### config.mk
export PLATFORM = sky130hd
export DESIGN_NAME = sorted_priority_queue
export DESIGN_NICKNAME = d
export VERILOG_FILES = /design/src/hdl/spq_pkg.sv /design/src/hdl/spq_cell.sv /design/src/hdl/sorted_priority_queue.sv
export VERILOG_INCLUDE_DIRS = /design/src /design/src/hdl
export SDC_FILE = /design/constraint.sdc
export NUM_CORES = 2
export LEC_CHECK = 0
export ABC_AREA = 0
export BUFFER_PORTS_ARGS = -buffer_cell sky130_fd_sc_hd__buf_2
export CORE_AREA = 2 2 317 319
export CTS_CLUSTER_DIAMETER = 100
export CTS_CLUSTER_SIZE = 14
export DETAILED_ROUTE_END_ITERATION = 8
export DIE_AREA = 0 0 319 321
export PLACE_DENSITY = 0.66
export SLEW_MARGIN = 20
export SYNTH_ARGS = -nofsm -noshare
export SYNTH_HDL_FRONTEND = slang
export SYNTH_HIERARCHICAL = 1
export SYNTH_SLANG_ARGS = --single-unit
export TNS_END_PERCENT = 50
### constraint.sdc
create_clock -name clk -period 8 [get_ports clk]
set_clock_uncertainty 0.05 [all_clocks]
set_input_delay 2 -clock clk [delete_from_list [all_inputs] [get_ports clk]]
set_output_delay 2 -clock clk [all_outputs]
set_load 0.01 [all_outputs]
### src/hdl/sorted_priority_queue_defines.svh
// ----------------------------------------------------------------------------
// sorted_priority_queue_defines: assertion macros
// Shared concurrent assertion forms for the sorted priority queue.
// ----------------------------------------------------------------------------
`ifndef SORTED_PRIORITY_QUEUE_DEFINES_SVH
`define SORTED_PRIORITY_QUEUE_DEFINES_SVH

// condition must hold on every edge out of reset
`define SPQ_ASSERT_ALWAYS(label, cond, msg) \
  label: assert property (@(posedge clk) disable iff (!rst_n) (cond)) \
    else $error(msg);

// consequent must hold in the cycle after the antecedent
`define SPQ_ASSERT_NEXT(label, ante, cons, msg) \
  label: assert property (@(posedge clk) disable iff (!rst_n) (ante) |=> (cons)) \
    else $error(msg);

`endif

### src/hdl/spq_pkg.sv
// ----------------------------------------------------------------------------
// spq_pkg: shared types and codes
// Capacity, result status codes, op codes and the cell/command structs.
// ----------------------------------------------------------------------------
`timescale 1ns / 1ps

package spq_pkg;

  localparam int CAPACITY = 16;

  // beat op codes
  localparam logic MODE_INSERT = 1'b0;
  localparam logic MODE_REMOVE = 1'b1;

  // result status codes
  localparam logic [1:0] ST_INSERTED = 2'd0;
  localparam logic [1:0] ST_REMOVED  = 2'd1;
  localparam logic [1:0] ST_EMPTY    = 2'd2;
  localparam logic [1:0] ST_FULL     = 2'd3;

  // contents of one cell
  typedef struct packed {
    logic               vld;
    logic signed [31:0] value;
    logic signed [15:0] prio;
  } cell_t;

  // command broadcast to every cell
  typedef struct packed {
    logic               ins_en;
    logic               rem_en;
    logic signed [31:0] value;
    logic signed [15:0] prio;
  } cmd_t;

endpackage

### src/hdl/spq_cell.sv
// ----------------------------------------------------------------------------
// spq_cell: one slot of the sorted chain
// Holds one entry; on insert it keeps, takes the new entry or takes its left
// neighbor, on remove it takes its right neighbor.
// ----------------------------------------------------------------------------
`timescale 1ns / 1ps

module spq_cell (
  input  logic           clk,
  input  logic           rst_n,
  input  spq_pkg::cmd_t  cmd,
  input  spq_pkg::cell_t left_cell,
  input  logic           left_ins,
  input  spq_pkg::cell_t right_cell,
  output logic           ins_o,
  output spq_pkg::cell_t cell_o
);

  spq_pkg::cell_t cell_r;
  spq_pkg::cell_t cell_nxt;
  logic           gt;

  // new entry belongs at or before this slot
  assign gt    = cell_r.vld && (cell_r.prio > cmd.prio);
  assign ins_o = !cell_r.vld || gt;

  // next contents
  always_comb begin
    cell_nxt = cell_r;
    if (cmd.ins_en) begin
      if (left_ins) begin
        cell_nxt = left_cell;
      end else if (ins_o) begin
        cell_nxt.vld   = 1'b1;
        cell_nxt.value = cmd.value;
        cell_nxt.prio  = cmd.prio;
      end
    end else if (cmd.rem_en) begin
      cell_nxt = right_cell;
    end
  end

  // valid bit cleared on reset, payload left as is
  always_ff @(posedge clk) begin
    if (!rst_n) begin
      cell_r.vld <= 1'b0;
    end else begin
      cell_r.vld <= cell_nxt.vld;
    end
    cell_r.value <= cell_nxt.value;
    cell_r.prio  <= cell_nxt.prio;
  end

  assign cell_o = cell_r;

endmodule

### src/hdl/sorted_priority_queue.sv
// ----------------------------------------------------------------------------
// sorted_priority_queue: bounded priority queue kept as a sorted cell chain
// Result of an accepted beat lands in the output register in the next cycle.
// One beat per cycle unless stalled by out_ready; cells compare and shift in parallel.
// Reset: synchronous active-low rst_n clears all cell valid bits (empty queue)
// and the output valid bit; payload registers are not reset.
// ----------------------------------------------------------------------------
`timescale 1ns / 1ps
`include "sorted_priority_queue_defines.svh"

module sorted_priority_queue (
  input  logic               clk,
  input  logic               rst_n,
  input  logic               in_valid,
  output logic               in_ready,
  input  logic               in_mode,
  input  logic signed [31:0] in_item_value,
  input  logic signed [15:0] in_priority_req,
  output logic               out_valid,
  input  logic               out_ready,
  output logic [1:0]         out_status,
  output logic signed [31:0] out_item_out,
  output logic signed [15:0] out_priority_out
);

  localparam int N = spq_pkg::CAPACITY;

  spq_pkg::cell_t cells [N];
  logic [N-1:0]   ins;
  spq_pkg::cmd_t  cmd;
  logic           accept;
  logic           full;
  logic           empty;

  logic               out_valid_r,  out_valid_nxt;
  logic [1:0]         out_status_r, out_status_nxt;
  logic signed [31:0] out_item_r,   out_item_nxt;
  logic signed [15:0] out_prio_r,   out_prio_nxt;

  // accept while the result register is free or draining
  assign in_ready = !out_valid_r || out_ready;
  assign accept   = in_valid && in_ready;
  assign full     = cells[N-1].vld;
  assign empty    = !cells[0].vld;

  // command broadcast
  always_comb begin
    cmd.ins_en = accept && (in_mode == spq_pkg::MODE_INSERT) && !full;
    cmd.rem_en = accept && (in_mode == spq_pkg::MODE_REMOVE) && !empty;
    cmd.value  = in_item_value;
    cmd.prio   = in_priority_req;
  end

  // cell chain
  for (genvar i = 0; i < N; i++) begin : g_cell
    spq_pkg::cell_t left_c;
    spq_pkg::cell_t right_c;
    logic           left_i;
    if (i == 0) begin : g_head
      assign left_c = '0;
      assign left_i = 1'b0;
    end else begin : g_body
      assign left_c = cells[i-1];
      assign left_i = ins[i-1];
    end
    if (i == N - 1) begin : g_tail
      assign right_c = '0;
    end else begin : g_next
      assign right_c = cells[i+1];
    end
    spq_cell u_cell (
      .clk        (clk),
      .rst_n      (rst_n),
      .cmd        (cmd),
      .left_cell  (left_c),
      .left_ins   (left_i),
      .right_cell (right_c),
      .ins_o      (ins[i]),
      .cell_o     (cells[i])
    );
  end

  // result register
  always_comb begin
    out_valid_nxt  = out_valid_r && !out_ready;
    out_status_nxt = out_status_r;
    out_item_nxt   = out_item_r;
    out_prio_nxt   = out_prio_r;
    if (accept) begin
      out_valid_nxt = 1'b1;
      out_item_nxt  = '0;
      out_prio_nxt  = '0;
      if (in_mode == spq_pkg::MODE_INSERT) begin
        out_status_nxt = full ? spq_pkg::ST_FULL : spq_pkg::ST_INSERTED;
      end else if (empty) begin
        out_status_nxt = spq_pkg::ST_EMPTY;
      end else begin
        out_status_nxt = spq_pkg::ST_REMOVED;
        out_item_nxt   = cells[0].value;
        out_prio_nxt   = cells[0].prio;
      end
    end
  end

  always_ff @(posedge clk) begin
    if (!rst_n) begin
      out_valid_r <= 1'b0;
    end else begin
      out_valid_r <= out_valid_nxt;
    end
    out_status_r <= out_status_nxt;
    out_item_r   <= out_item_nxt;
    out_prio_r   <= out_prio_nxt;
  end

  assign out_valid        = out_valid_r;
  assign out_status       = out_status_r;
  assign out_item_out     = out_item_r;
  assign out_priority_out = out_prio_r;

  // the two head cells are packed and in priority order
  `SPQ_ASSERT_ALWAYS(a_head_sorted, !cells[1].vld || (cells[0].vld && cells[0].prio <= cells[1].prio), "head cells out of order")
  // a remove on a non-empty queue returns the old head
  `SPQ_ASSERT_NEXT(a_remove_head, accept && in_mode == spq_pkg::MODE_REMOVE && !empty, out_status == spq_pkg::ST_REMOVED && out_item_out == $past(cells[0].value), "remove did not return head")
  // a dropped insert reports full and leaves the queue full with its head value unchanged
  `SPQ_ASSERT_NEXT(a_full_drop, accept && in_mode == spq_pkg::MODE_INSERT && full, out_status == spq_pkg::ST_FULL && cells[N-1].vld && $stable(cells[0].value), "full insert changed queue")

endmodule

* Yosys cells after proc, flatten, opt, wreduce, memory -nomap -nowiden
Index checks and enable logic that the tools add are counted.
** Storage, ports and cells
- Input bits :: 53
- Output and inout port bits :: 52
- Register bits :: 835
** Cells by class
- Reductions and logical operators :: 75
- Mux-type cells :: 67
- Equality and inequality tests :: 16
- Bitwise gates (word level) :: 1
- Order comparisons :: 16
** Operator list (number)
- $mux W49 :: 63
- $gt A16 B16 Y1 :: 16
- $ne A3 B1 Y1 const B :: 15
- $reduce_and A2 Y1 :: 17
- $logic_and A1 B1 Y1 :: 22
- $logic_not A1 Y1 :: 18
- $logic_or A1 B1 Y1 :: 17
- $mux W2 :: 3
- $ne A2 B1 Y1 const B :: 1
- $reduce_bool A2 Y1 :: 1
- $mux W1 :: 1
- $not A1 Y1 :: 1

* Logic depth before layout (Yosys ltp)
- Depth after elaboration :: 7
- Depth in mapped cells :: 12

* Hierarchy
Netlist, hierarchy kept.
** Modules (own cells, without submodules)
- spq_cell at g_cell[1].u_cell ... :: instances 9, area an instance 2912.8 um2, cells an instance 274, sequential area each 1461.4 um2
- spq_cell at g_cell[0].u_cell ... :: instances 7, area an instance 3015.4 um2, cells an instance 283, sequential area each 1461.4 um2
- sorted_priority_queue :: instances 1, area an instance 1939.4 um2, cells an instance 120, sequential area each 1521.5 um2

* Least setup slack after synthesis
Ideal clock, no wire load.
- Path kind :: input -> register
- Start :: input out_ready
- End :: register g_cell[1].u_cell.cell_r, in the netlist g_cell[1].u_cell/cell_o[0] (enable)
- Cell stages on the path :: 6
- Required time :: 7.425 ns
- Setup slack :: -0.206 ns
- Arrival time :: 7.631 ns
- Library setup time :: 0.525 ns
- Path through :: nor2b_1 nor4b_1 clkbuf_1 buf_1 nand2_1 o31ai_1
** RTL lines
- from (decl) :: line sorted_priority_queue.sv:20 : input logic out_ready,
- to (decl) :: line spq_cell.sv:19 : spq_pkg::cell_t cell_r;

* Worst setup path in the final report
- Start :: input in_priority_req[14]
- End :: register g_cell[15].u_cell.cell_r, in the netlist g_cell[15].u_cell/cell_o[27] (enable)
** Between the ends
- Cells in the longest elaborated chain, start to end :: 5
** RTL lines
- from (decl) :: line sorted_priority_queue.sv:18 : input logic signed [15:0] in_priority_req,
- $gt A16 B16 Y1 :: line spq_cell.sv:24 : assign gt = cell_r.vld && (cell_r.prio > cmd.prio);
- $logic_and A1 B1 Y1 :: line spq_cell.sv:24
- $logic_or A1 B1 Y1 :: line spq_cell.sv:25 : assign ins_o = !cell_r.vld || gt;
- via g_cell[15].left_i :: line sorted_priority_queue.sv:58 : logic left_i;
- $ne A3 B1 Y1 (no line)
- $reduce_and A2 Y1 (no line)
- to (decl) :: line spq_cell.sv:19
The timed path passes the listed nets, and every way through them passes these cells.
A chain may end at the register's enable or synchronous reset.

==> results.cfg <==
[status]
status = completed

[critical_path]
worst-path-buf-inv = 4
critPathMaxStageDelay_ps = 690
critPathLaunch = in_priority_req[14]
r2r-start = g_cell[14].u_cell/cell_o[11]
worst-setup-path-type = primary input to flop
crit_required_ps = 8250
arrival_ps = 5720
r2r_slack_ps = 3870
startpoint_type = primary input
critPathCaptureType = flop
reg2reg_depth = 11
endpoint = g_cell[15].u_cell/cell_o[27]
critical-path-top-delay-family = simple AND/OR/NAND/NOR gates
slowest_stage = nor3_2
timing.rr.end = g_cell[15].u_cell/cell_o[27]
crit_chain = buf_2 -> buf_4 -> inv_1 -> ha_1 -> nand4_4 -> nor4_4 -> a211o_2 -> nor2_1 -> o311ai_4 -> and3b_1 -> o21ai_0 -> a21oi_1 -> nor3_2 -> buf_12
crit_cells = 14
path_max_fanout = 39

[run]
maxCapViolations = 0

[cts]
path_clk_slew_ps = 60
numCtsBuffers = 69
root_buffer = clkbuf_16
cts.path.max_buffers = 3
tritoncts = yes
cts.sinks = 835
clk_latency_ps = 620
postCtsSetupBuffers = 0
cts.repair.resized = 0
cts_hold_buffers = 0
htreeDepth = 3

[sta]
rsz0062_at_grt = no
drv_slew = 0
period_needed_ps = 5472
worst_slack_ps = 2528
max_freq_mhz = 182.7
fin_crit_sh_pct = 68.40
setup_viol = 0
worst_pin_slew_ps = 1140
slew_headroom_pct = 23.99
hold_viol = 0
finalSetupTns_ps = 0

[synth]
syn_avg_cell_area_um2 = 10.79
synth_area_um2 = 49240
postSynthCellCount = 4564
yosysWarnings = 6

[placement]
dp_hpwl_mm = 78.39
detailed_place.area_um2 = 51330
pre_cts_slack_ps = 1883
port_buffers = 104
gp_congestion = 0.8501

[floorplanning]
dieArea_um2 = 102400
start_util_pct = 49.60
core_area_um2 = 99280
io_pins = 105
dieHeight_um = 321
die_w_um = 319
row_count = 116

[finish]
num-nets-final = 4931
layout-drive-gt1-share_pct = 8.357
final_common_cell = a21oi_1
postLayoutCellArea_um2 = 53240
final_cell_mix = a21oi_1 (864), edfxtp_1 (818), nor2_1 (797)
area_delta_synth_final_pct = 8.132
fin_util_pct = 53.63

[global_routing]
antenna_found_initial = 9
grt_start_max_net_pins = 276
grt_pass1_wl_mm = 179.8
grt.overflow.total = 0
grt_use_total_pct = 21.66
grt_pass1_vias = 31510

[routing]
vias = 32950
wire_per_inst_um = 18.92
ant_nets = 0
first_iter_violations = 2519
routed_wl_mm = 112.4
via_per_inst = 5.545
remaining_drc_errors = 0
drt-pass1-iter-count = 5

[power]
clkPwrFrac_pct = 29.2
p_per_area_nw_per_um2 = 201.5
power_leakage_uw = 0.02521
cellInternalPower_uw = 7690
switching_share_pct = 28.32
power_switching_uw = 3038
power_frac_seq_pct = 53.0
vdd_ir_drop_max_uv = 130.3
combPwrFrac_pct = 17.8

[min_path]
hold_path_class = flop to flop
tightest hold or removal path, stage by stage, from the launching register on:
cell and delay, ps:
edfxtp_1 320, nor2_1 40, a21oi_1 100
registers in the layout, summed over array words and instances (netlist names):
signal / count
g_cell.u_cell/cell_o: 784
out_item_out: 32
out_priority_out: 16
out_status: 2
out_valid: 1
power groups by stage:
| stage | logic [uW] | registers [uW] | clock network [uW] |
|---|---|---|---|
| floorplan | 1410 | 5680 | 0 |
| global placement | 1840 | 5770 | 0 |
| detailed placement | 1900 | 5780 | 0 |
| CTS | 1900 | 5680 | 3230 |
| global route | 2150 | 5740 | 3370 |
| finish | 1910 | 5690 | 3130 |
per-layer routing:
layer	part of all wire [%]	wire, um	up-vias	global-route usage [%]
li1	-	-	16710	-
met1	52	58030	15340	34.23
met2	42	46960	749	31.53
met3	4.8	5358	142	2.430
met4	1.8	2010	14	5.199
met5	0.062	70	-	0
worst min path at each step:
stage                                       from                           end  slack (ps)  depth (start not counted)
floorplan           g_cell[15].u_cell/cell_o[47]  g_cell[14].u_cell/cell_o[47]         490                          2
global placement    g_cell[15].u_cell/cell_o[41]  g_cell[14].u_cell/cell_o[41]         490                          2
detailed placement  g_cell[15].u_cell/cell_o[18]  g_cell[14].u_cell/cell_o[18]         510                          2
CTS                 g_cell[15].u_cell/cell_o[38]  g_cell[14].u_cell/cell_o[38]         530                          2
global route        g_cell[15].u_cell/cell_o[30]  g_cell[14].u_cell/cell_o[30]         540                          2
finish              g_cell[15].u_cell/cell_o[40]  g_cell[14].u_cell/cell_o[40]         520                          2
per-stage QoR:
| step | cells | total power [uW] | hold slack (ps) |
|---|---|---|---|
| 5_1_grt | 5942 | 11260 | 544.7 |
| 6_report | 5942 | 10730 | 524.3 |
| 3_5_place_dp | 5848 | 7677 | 511.9 |
| 4_1_cts | 5940 | 10820 | 528.1 |
| 3_3_place_gp | 5848 | 7600 | 494.7 |
| 2_1_floorplan | 4662 | 7096 | 487.7 |
cell type report:
class / count / area [um2]
tap: 1298 / 1624
inverter: 279 / 1047
antenna: 1 / 2.502
clock buffer: 87 / 1794
sequential: 835 / 24900
timing repair buffer: 171 / 1160
fill: 8740 / 46030
multi-input combinational: 3266 / 22640
clock inverter: 5 / 72.57
No activity file was read; power rests on OpenSTA's default activity.
